--- src/design/rau_pkg.sv ---
// Package for the rational arithmetic unit: widths, codes, states, helpers.
package rau_pkg;
    localparam int OPERAND_WIDTH = 16;
    localparam int PW = 2 * OPERAND_WIDTH;
    localparam int MW = PW + 1;
    localparam int CW = $clog2(MW + 1);
    localparam int OUT_W = 32;

    typedef enum logic [1:0] {
        OP_ADD = 2'd0,
        OP_SUB = 2'd1,
        OP_MUL = 2'd2,
        OP_DIV = 2'd3
    } t_op;

    typedef enum logic [2:0] {
        ST_IDLE,
        ST_MUL,
        ST_SUM,
        ST_GCD,
        ST_GSHIFT,
        ST_DIV,
        ST_DONE
    } t_state;

    // Signed-magnitude value to 32-bit two's complement with saturation.
    function automatic logic [OUT_W-1:0] to_out32(input logic neg, input logic [MW-1:0] mag);
        logic [63:0] m64;
        logic [63:0] neg64;
        m64 = 64'(mag);
        neg64 = 64'd0 - m64;
        if (neg) begin
            to_out32 = (m64 >= 64'h8000_0000) ? 32'h8000_0000 : neg64[OUT_W-1:0];
        end else begin
            to_out32 = (m64 > 64'h7FFF_FFFF) ? 32'h7FFF_FFFF : m64[OUT_W-1:0];
        end
    endfunction
endpackage

--- src/design/rau_if.sv ---
// Handshake interfaces for operand items and result items.
interface rau_in_if;
    logic                                    valid;
    logic                                    ready;
    logic [1:0]                              op;
    logic signed [rau_pkg::OPERAND_WIDTH-1:0] a_num;
    logic signed [rau_pkg::OPERAND_WIDTH-1:0] a_den;
    logic signed [rau_pkg::OPERAND_WIDTH-1:0] b_num;
    logic signed [rau_pkg::OPERAND_WIDTH-1:0] b_den;
    modport source (output valid, op, a_num, a_den, b_num, b_den, input ready);
    modport sink   (input valid, op, a_num, a_den, b_num, b_den, output ready);
endinterface

interface rau_out_if;
    logic                            valid;
    logic                            ready;
    logic signed [rau_pkg::OUT_W-1:0] res_num;
    logic signed [rau_pkg::OUT_W-1:0] res_den;
    logic                            negative;
    logic                            zero_error;
    modport source (output valid, res_num, res_den, negative, zero_error, input ready);
    modport sink   (input valid, res_num, res_den, negative, zero_error, output ready);
endinterface

--- src/design/rational_arithmetic_unit.sv ---
// Rational arithmetic unit: cross-multiply, binary gcd, divide out, one shared datapath.
// Sequence: products on the shared multiplier, a sum, binary gcd steps plus one
// doubling per common factor of two, then a restoring divide of numerator and
// denominator by the gcd, one quotient bit per step. Gcd and divide are skipped
// when both raw parts are zero; the unit takes one item at a time.
// Reset (synchronous, active low) returns the sequencer to idle and drops valid.
module rational_arithmetic_unit (
    input  logic          i_clk,
    input  logic          i_rst_n,
    rau_in_if.sink        i_in,
    rau_out_if.source     o_out
);
    localparam int W  = rau_pkg::OPERAND_WIDTH;
    localparam int PW = rau_pkg::PW;
    localparam int MW = rau_pkg::MW;
    localparam int CW = rau_pkg::CW;

    rau_pkg::t_state r_state, n_state;

    // captured operands as sign and magnitude
    logic [1:0]      r_op, n_op;
    logic [3:0]      r_sgn, n_sgn;
    logic [W-1:0]    r_mag [4];
    logic [W-1:0]    n_mag [4];

    // products: term of numerator, denominator, second numerator term
    logic            r_p0_s, n_p0_s, r_p1_s, n_p1_s, r_p2_s, n_p2_s;
    logic [PW-1:0]   r_p0, n_p0, r_p1, n_p1, r_p2, n_p2;

    // raw signed-magnitude results
    logic            r_num_s, n_num_s, r_den_s, n_den_s;
    logic [MW-1:0]   r_num, n_num, r_den, n_den;

    // gcd working pair, common-twos count, divider
    logic [MW-1:0]   r_x, n_x, r_y, n_y;
    logic [CW-1:0]   r_k, n_k, r_cnt, n_cnt;
    logic [MW-1:0]   r_q, n_q;
    logic [MW:0]     r_rem, n_rem;
    logic            r_sel, n_sel;     // 0 dividing numerator, 1 denominator
    logic [MW-1:0]   r_qn, n_qn;       // reduced numerator magnitude
    logic            r_zero, n_zero;

    // shared multiplier
    logic [W-1:0]    mul_a, mul_b;
    logic [PW-1:0]   mul_p;
    logic            mul_s;

    // adder scratch
    logic            t_s;
    logic [MW-1:0]   ma, mb;
    logic [MW:0]     rem_sh;

    assign mul_p = PW'(mul_a) * PW'(mul_b);

    always_ff @(posedge i_clk) begin
        if (!i_rst_n) begin
            r_state <= rau_pkg::ST_IDLE;
        end else begin
            r_state <= n_state;
        end
    end

    always_ff @(posedge i_clk) begin
        r_op    <= n_op;
        r_sgn   <= n_sgn;
        for (int i = 0; i < 4; i++) begin
            r_mag[i] <= n_mag[i];
        end
        r_p0_s  <= n_p0_s;  r_p0 <= n_p0;
        r_p1_s  <= n_p1_s;  r_p1 <= n_p1;
        r_p2_s  <= n_p2_s;  r_p2 <= n_p2;
        r_num_s <= n_num_s; r_num <= n_num;
        r_den_s <= n_den_s; r_den <= n_den;
        r_x     <= n_x;     r_y   <= n_y;
        r_k     <= n_k;     r_cnt <= n_cnt;
        r_q     <= n_q;     r_rem <= n_rem;
        r_sel   <= n_sel;   r_qn  <= n_qn;
        r_zero  <= n_zero;
    end

    always_comb begin
        n_state = r_state;
        n_op = r_op;   n_sgn = r_sgn;
        for (int i = 0; i < 4; i++) begin
            n_mag[i] = r_mag[i];
        end
        n_p0_s = r_p0_s; n_p0 = r_p0;
        n_p1_s = r_p1_s; n_p1 = r_p1;
        n_p2_s = r_p2_s; n_p2 = r_p2;
        n_num_s = r_num_s; n_num = r_num;
        n_den_s = r_den_s; n_den = r_den;
        n_x = r_x; n_y = r_y; n_k = r_k; n_cnt = r_cnt;
        n_q = r_q; n_rem = r_rem; n_sel = r_sel; n_qn = r_qn;
        n_zero = r_zero;
        mul_a = r_mag[1];
        mul_b = r_mag[2];
        mul_s = 1'b0;
        t_s = 1'b0;
        ma = '0;
        mb = '0;
        rem_sh = '0;
        i_in.ready = 1'b0;
        o_out.valid = 1'b0;

        case (r_state)
            rau_pkg::ST_IDLE: begin
                i_in.ready = 1'b1;
                if (i_in.valid) begin
                    n_op = i_in.op;
                    n_sgn = {i_in.b_den[W-1], i_in.b_num[W-1], i_in.a_den[W-1], i_in.a_num[W-1]};
                    n_mag[0] = i_in.a_num[W-1] ? W'(-i_in.a_num) : i_in.a_num;
                    n_mag[1] = i_in.a_den[W-1] ? W'(-i_in.a_den) : i_in.a_den;
                    n_mag[2] = i_in.b_num[W-1] ? W'(-i_in.b_num) : i_in.b_num;
                    n_mag[3] = i_in.b_den[W-1] ? W'(-i_in.b_den) : i_in.b_den;
                    n_cnt = '0;
                    n_state = rau_pkg::ST_MUL;
                end
            end
            rau_pkg::ST_MUL: begin
                // step 0: numerator term, 1: denominator, 2: cross term
                case (r_cnt[1:0])
                    2'd0: begin
                        mul_a = r_mag[0];
                        mul_b = (r_op == rau_pkg::OP_MUL) ? r_mag[2] : r_mag[3];
                        mul_s = r_sgn[0] ^ ((r_op == rau_pkg::OP_MUL) ? r_sgn[2] : r_sgn[3]);
                        n_p0 = mul_p;
                        n_p0_s = mul_s && (mul_p != '0);
                    end
                    2'd1: begin
                        mul_a = r_mag[1];
                        mul_b = (r_op == rau_pkg::OP_DIV) ? r_mag[2] : r_mag[3];
                        mul_s = r_sgn[1] ^ ((r_op == rau_pkg::OP_DIV) ? r_sgn[2] : r_sgn[3]);
                        n_p1 = mul_p;
                        n_p1_s = mul_s && (mul_p != '0);
                    end
                    default: begin
                        mul_a = r_mag[1];
                        mul_b = r_mag[2];
                        mul_s = r_sgn[1] ^ r_sgn[2];
                        n_p2 = mul_p;
                        n_p2_s = mul_s && (mul_p != '0);
                    end
                endcase
                n_cnt = r_cnt + CW'(1);
                if (r_cnt[1:0] == 2'd2) begin
                    n_state = rau_pkg::ST_SUM;
                end
            end
            rau_pkg::ST_SUM: begin
                ma = MW'(r_p0);
                mb = MW'(r_p2);
                t_s = (r_op == rau_pkg::OP_SUB) ? (r_p2_s ^ (r_p2 != '0)) : r_p2_s;
                if (r_op == rau_pkg::OP_ADD || r_op == rau_pkg::OP_SUB) begin
                    if (r_p0_s == t_s) begin
                        n_num = ma + mb;
                        n_num_s = r_p0_s;
                    end else if (ma >= mb) begin
                        n_num = ma - mb;
                        n_num_s = r_p0_s;
                    end else begin
                        n_num = mb - ma;
                        n_num_s = t_s;
                    end
                    if (n_num == '0) begin
                        n_num_s = 1'b0;
                    end
                end else begin
                    n_num = ma;
                    n_num_s = r_p0_s;
                end
                n_den = MW'(r_p1);
                n_den_s = r_p1_s;
                n_x = n_num;
                n_y = n_den;
                n_k = '0;
                n_zero = (n_num == '0) && (n_den == '0);
                if (n_zero) begin
                    n_state = rau_pkg::ST_DONE;
                end else if (n_num == '0 || n_den == '0) begin
                    // gcd is the other part
                    n_x = n_num | n_den;
                    n_state = rau_pkg::ST_GSHIFT;
                end else begin
                    n_state = rau_pkg::ST_GCD;
                end
            end
            rau_pkg::ST_GCD: begin
                // binary gcd, one step per cycle
                if (r_y == '0) begin
                    n_state = rau_pkg::ST_GSHIFT;
                end else if (!r_x[0] && !r_y[0]) begin
                    n_x = r_x >> 1;
                    n_y = r_y >> 1;
                    n_k = r_k + CW'(1);
                end else if (!r_x[0]) begin
                    n_x = r_x >> 1;
                end else if (!r_y[0]) begin
                    n_y = r_y >> 1;
                end else if (r_x >= r_y) begin
                    n_x = r_y;
                    n_y = r_x - r_y;
                end else begin
                    n_y = r_y - r_x;
                end
            end
            rau_pkg::ST_GSHIFT: begin
                if (r_k == '0) begin
                    n_q = r_num;
                    n_rem = '0;
                    n_cnt = '0;
                    n_sel = 1'b0;
                    n_state = rau_pkg::ST_DIV;
                end else begin
                    n_x = r_x << 1;
                    n_k = r_k - CW'(1);
                end
            end
            rau_pkg::ST_DIV: begin
                // restoring divide by the gcd held in r_x
                rem_sh = {r_rem[MW-1:0], r_q[MW-1]};
                if (rem_sh >= {1'b0, r_x}) begin
                    n_rem = rem_sh - {1'b0, r_x};
                    n_q = {r_q[MW-2:0], 1'b1};
                end else begin
                    n_rem = rem_sh;
                    n_q = {r_q[MW-2:0], 1'b0};
                end
                n_cnt = r_cnt + CW'(1);
                if (r_cnt == CW'(MW - 1)) begin
                    n_cnt = '0;
                    if (!r_sel) begin
                        n_qn = n_q;
                        n_q = r_den;
                        n_rem = '0;
                        n_sel = 1'b1;
                    end else begin
                        n_state = rau_pkg::ST_DONE;
                    end
                end
            end
            rau_pkg::ST_DONE: begin
                o_out.valid = 1'b1;
                if (o_out.ready) begin
                    n_state = rau_pkg::ST_IDLE;
                end
            end
            default: begin
                n_state = rau_pkg::ST_IDLE;
            end
        endcase
    end

    // result fields; after the den pass r_q holds the reduced denominator
    assign o_out.res_num    = r_zero ? '0 : rau_pkg::to_out32(r_num_s, r_qn);
    assign o_out.res_den    = r_zero ? '0 : rau_pkg::to_out32(r_den_s, r_q);
    assign o_out.negative   = !r_zero && (r_num_s || r_den_s);
    assign o_out.zero_error = r_zero;

`ifndef ASSERT_OFF
    a_busy_after_accept: assert property (@(posedge i_clk) disable iff (!i_rst_n)
        (i_in.valid && i_in.ready) |=> !i_in.ready)
        else $error("accepted a second item while busy");
    a_no_overlap: assert property (@(posedge i_clk) disable iff (!i_rst_n)
        !(o_out.valid && i_in.ready))
        else $error("result pending while ready");
    a_div_count: assert property (@(posedge i_clk) disable iff (!i_rst_n)
        (r_state == rau_pkg::ST_DIV) |-> (r_cnt < CW'(MW)))
        else $error("divider count overran");
    a_zero_result: assert property (@(posedge i_clk) disable iff (!i_rst_n)
        (o_out.valid && o_out.zero_error) |-> (o_out.res_num == '0 && o_out.res_den == '0))
        else $error("zero error with nonzero result");
`endif
endmodule

--- src/flat_wrapper.sv ---
// flat-port wrapper written by rule: the top's interface ports become plain ports
module rational_arithmetic_unit_flat 
  (i_clk, i_rst_n, i_in_valid, i_in_op, i_in_a_num, i_in_a_den, i_in_b_num, i_in_b_den, i_in_ready, o_out_valid, o_out_res_num, o_out_res_den, o_out_negative, o_out_zero_error, o_out_ready);
  rau_in_if i_in_i ();
  rau_out_if o_out_i ();
  input  logic i_clk;
  input  logic i_rst_n;
  input wire logic [$bits(i_in_i.valid)-1:0] i_in_valid;
  input wire logic [$bits(i_in_i.op)-1:0] i_in_op;
  input wire logic [$bits(i_in_i.a_num)-1:0] i_in_a_num;
  input wire logic [$bits(i_in_i.a_den)-1:0] i_in_a_den;
  input wire logic [$bits(i_in_i.b_num)-1:0] i_in_b_num;
  input wire logic [$bits(i_in_i.b_den)-1:0] i_in_b_den;
  output wire logic [$bits(i_in_i.ready)-1:0] i_in_ready;
  output wire logic [$bits(o_out_i.valid)-1:0] o_out_valid;
  output wire logic [$bits(o_out_i.res_num)-1:0] o_out_res_num;
  output wire logic [$bits(o_out_i.res_den)-1:0] o_out_res_den;
  output wire logic [$bits(o_out_i.negative)-1:0] o_out_negative;
  output wire logic [$bits(o_out_i.zero_error)-1:0] o_out_zero_error;
  input wire logic [$bits(o_out_i.ready)-1:0] o_out_ready;
  assign i_in_i.valid = i_in_valid;
  assign i_in_i.op = i_in_op;
  assign i_in_i.a_num = i_in_a_num;
  assign i_in_i.a_den = i_in_a_den;
  assign i_in_i.b_num = i_in_b_num;
  assign i_in_i.b_den = i_in_b_den;
  assign i_in_ready = i_in_i.ready;
  assign o_out_valid = o_out_i.valid;
  assign o_out_res_num = o_out_i.res_num;
  assign o_out_res_den = o_out_i.res_den;
  assign o_out_negative = o_out_i.negative;
  assign o_out_zero_error = o_out_i.zero_error;
  assign o_out_i.ready = o_out_ready;
  rational_arithmetic_unit u_core (.i_clk(i_clk), .i_rst_n(i_rst_n), .i_in(i_in_i), .o_out(o_out_i));
endmodule
--- config.mk ---
export PLATFORM = sky130hd
export DESIGN_NAME = rational_arithmetic_unit_flat
export DESIGN_NICKNAME = d
export VERILOG_FILES = /design/src/design/rau_pkg.sv /design/src/design/rau_if.sv /design/src/design/rational_arithmetic_unit.sv /design/src/flat_wrapper.sv
export SDC_FILE = /design/constraint.sdc
export NUM_CORES = 2
export LEC_CHECK = 0
export BUFFER_PORTS_ARGS = -buffer_cell sky130_fd_sc_hd__buf_2
export CAP_MARGIN = 20
export CORE_UTILIZATION = 52
export CTS_CLUSTER_DIAMETER = 150
export DETAILED_ROUTE_END_ITERATION = 7
export HOLD_SLACK_MARGIN = 0.15
export PLACE_DENSITY = 0.68
export RECOVER_POWER = 25
export SLEW_MARGIN = 40
export SYNTH_ARGS = -nofsm -noshare
export SYNTH_HDL_FRONTEND = slang
export SYNTH_SLANG_ARGS = --single-unit
--- constraint.sdc ---
create_clock -name i_clk -period 11.9 [get_ports i_clk]
set_clock_uncertainty 0.2 [all_clocks]
set_input_delay 1.19 -clock i_clk [delete_from_list [all_inputs] [get_ports i_clk]]
set_output_delay 1.19 -clock i_clk [all_outputs]
set_load 0.01 [all_outputs]
==> metrics.md <==
| Metric | Value |
|---|---|
| Kind of critical path | `register to register` |
| Worst slew pin tran | `3660 ps` |
| EDFF count, synth | `415` |
| Final antenna-violating net count | `0` |
| Post-CTS setup buffer count | `0` |
| Later-pin clock latency in the skew report | `620 ps` |
| Hold EP | `u_core.r_den[29]$_DFFE_PP_` |
| Reg2Reg Setup Slack | `1910 ps` |
| Critical path data required time | `12050 ps` |
| Routed wire length per instance | `24.1 µm` |
| Port Buffer Count | `137` |
| Final setup TNS | `0 ps` |
| Die ar. | `0.0783 mm²` |
| Cells on worst reg2reg path | `29` |
| Post-synth top area share | `31.1%` |
| Final Cell Area | `0.0435 mm²` |
| HPWL after DPL | `106 mm` |
| DRT Wirelength | `135 mm` |
| Area growth syn-to-layout | `8.40%` |
| Max Cap Violations | `4` |
| Share of layout cells above drive strength 1 | `7.62%` |
| FFs w/ async S/R, synth | `0%` |
| Clock Tree Buf Depth | `3` |
| Min Clock Period, post-route | `9990 ps` |
| Hold path depth | `0` |
| CP endpoint kind | `register` |
| CP max FO | `28` |
| IO Pins | `138` |
| Initial antenna violation count | `5` |
| Reg2reg end | `u_core.r_p2_s$_DFFE_PP_` |
| Seq cells post-synth | `418` |
| CTS Buf Count | `47` |
| Num rows | `101` |
| Most common cell in the netlist | `inv_1` |
| Global-route wire length before repair | `203 mm` |
| Relative slew slack | `-144%` |
| Worst Hold Launch | `u_core.r_p1[29]$_DFFE_PP_` |
| Detailed-route DRC error count | `0` |
| Most used DFF post-synth | `edfxtp_1` |
| RSZ-0062 raised after global routing | `no` |
| Drt via density | `6.26` |
| Root Driver | `clkbuf_16` |
| # fillers | `6973` |
| Synth Instances | `4490` |
| Hold Crit Class | `register to register` |
| H-tree levels | `2` |
| Initial core utilization | `52.7%` |
| CP Launch Type | `register` |
| Mapped Nets | `5079` |
| Maximum clock rate | `100 MHz` |
| Yosys warns | `0` |
| Buf/Inv on CP | `5` |
| Core area | `0.0762 mm²` |
| Clock sinks | `418` |
| Cts hold-fix bufs | `0` |
| Vias | `35000` |
| Placer Congestion | `1.01` |
| Register area | `0.0125 mm²` |
| Synth top area cells | `edfxtp_1, fa_1, ha_1` |
| Crit share post-route | `84.0%` |
| Crit-path slowest cell | `dfxtp_1` |
| Failing checks | `capacitance limit, slew limit` |
| Die Wd | `280 µm` |
| Post-Syn Area | `0.0401 mm²` |
| First-pass DRT Iterations | `6` |
| Cts repair resizes | `0` |
| Nets | `5114` |
| Status | `finished, violations left` |
| Largest net degree at the start of global routing | `71` |
| Final Hold Fails | `0` |
| Worst R2R Start | `u_core.r_state[0]$_SDFFE_PN0P_` |
| Syn_area_per_cell | `8.94 µm²` |
| List of most frequent post-synthesis cells | `inv_1, nand2_1, nor2_1` |
| Clk slew on worst S/H paths | `70 ps` |
| Pre-CTS setup slack | `1970 ps` |
| Final setup margin | `1910 ps` |
| Max Slew Vio Count | `231` |
| Yosys cell types | `92` |
| Worst path max stage delay | `610 ps` |
| Largest area contributor in the netlist | `edfxtp_1` |
| Final setup violation count | `0` |
| Placed Area | `0.0418 mm²` |
| Grt ovf | `0` |
| Top cell family by delay on the critical path | `adder cells` |
| Vias in the first global route | `33300` |
| DR iter-0 viols | `3607` |
| Multi-input gate area | `0.0252 mm²` |
| Cell mode on critical path | `fa_1` |
| Die Span Y | `280 µm` |
| CTS tree | `built` |
| GRT Overall Usage | `34.0%` |
| Post-synthesis sequential area ratio | `31.2%` |
| CP Data Arrival Time | `10150 ps` |
==> worst reg2reg max path, delay by kind of cell (launching register included) <==
kind            cells  cell delay (ps)
compound gates      5             1390
xor+xnor            1              190
fa+ha+maj           7             3340
buf+inv             5              770
flops               1              610
simple gates       11             3220
==> kinds of logic after synthesis <==
group,count (synthesis),synth area share (%)
AOI/OAI and AO/OA,1185,18.8
xor gates and xnor gates,202,4.41
adders and majority gates,519,19.9
buffers and inverters,656,6.24
DFF,418,31.2
muxes,149,3.82
and+or+nand+nor,1361,15.6
==> metal layers <==
metal	GRT usage, %	vias to the layer above	wire [µm]
met5	0	-	31
met2	55.5	1795	61700
met3	5.50	347	12100
met4	15.0	4	6840
met1	44.5	16800	54300
li1	-	16100	-
==> flip-flops by register name, indices dropped and copies added, names as in the netlist, 33 cells and up <==
register	count
u_core.r_rem	33
u_core.r_q	33
u_core.r_x	33
u_core.r_qn	33
u_core.r_num	33
u_core.r_mag	64
u_core.r_y	33
==> worst max-delay path by stage <==
stage                                   start                       to  slack (ps)  cells after the start
2_1_floorplan  u_core.r_state[0]$_SDFFE_PN0P_  u_core.r_p2_s$_DFFE_PP_        1690                     33
3_3_place_gp   u_core.r_state[0]$_SDFFE_PN0P_  u_core.r_p1_s$_DFFE_PP_        2190                     29
3_5_place_dp   u_core.r_state[0]$_SDFFE_PN0P_  u_core.r_p2_s$_DFFE_PP_        1970                     29
4_1_cts        u_core.r_state[0]$_SDFFE_PN0P_  u_core.r_p2_s$_DFFE_PP_        1850                     29
5_1_grt        u_core.r_state[0]$_SDFFE_PN0P_  u_core.r_p2_s$_DFFE_PP_        1380                     29
6_report       u_core.r_state[0]$_SDFFE_PN0P_  u_core.r_p2_s$_DFFE_PP_        1910                     29
==> cell type report <==
class	count	area share, %
clock buffer	51	2.74
tap	1030	2.96
timing repair buffer	189	2.43
inverter	453	3.91
sequential	418	28.8
antenna	4	0.0230
clock inverter	37	1.11
multi-input combinational	3416	58.0
==> cells in the final DEF (no fill, tap or decap), drive strengths merged, types with 22 or more instances in the layout <==
cell type  count
ha           318
o31ai         30
and2          26
mux2          32
o21ai        302
clkbuf        73
xor2          42
a211oi        33
nor3         107
or4           22
nor2         430
edfxtp       415
a22oi         28
o211ai        23
or2           23
nand2        442
a21oi        355
o21a          31
nor2b         30
nand3         57
a31oi         24
a221oi        29
nand4         60
nor4          51
nand2b        42
o221ai        39
o21bai        46
a21o          99
buf          167
xnor2        160
or3           34
inv          453
fa           201
mux2i        117
clkinv        23
==> per-stage QoR <==
step                      instances  utilization (%)  hold WS [ps]
after floorplan                4490                -           200
after global placement         5498             54.8           299
after detailed placement       5504             54.9           304
after CTS                      5592             57.1           302
after global routing           5594             57.1           314
final                          5598             57.1           304
Power is not shown: default switching activity piles up to over one toggle a cycle in this logic, so the estimate is an artifact.
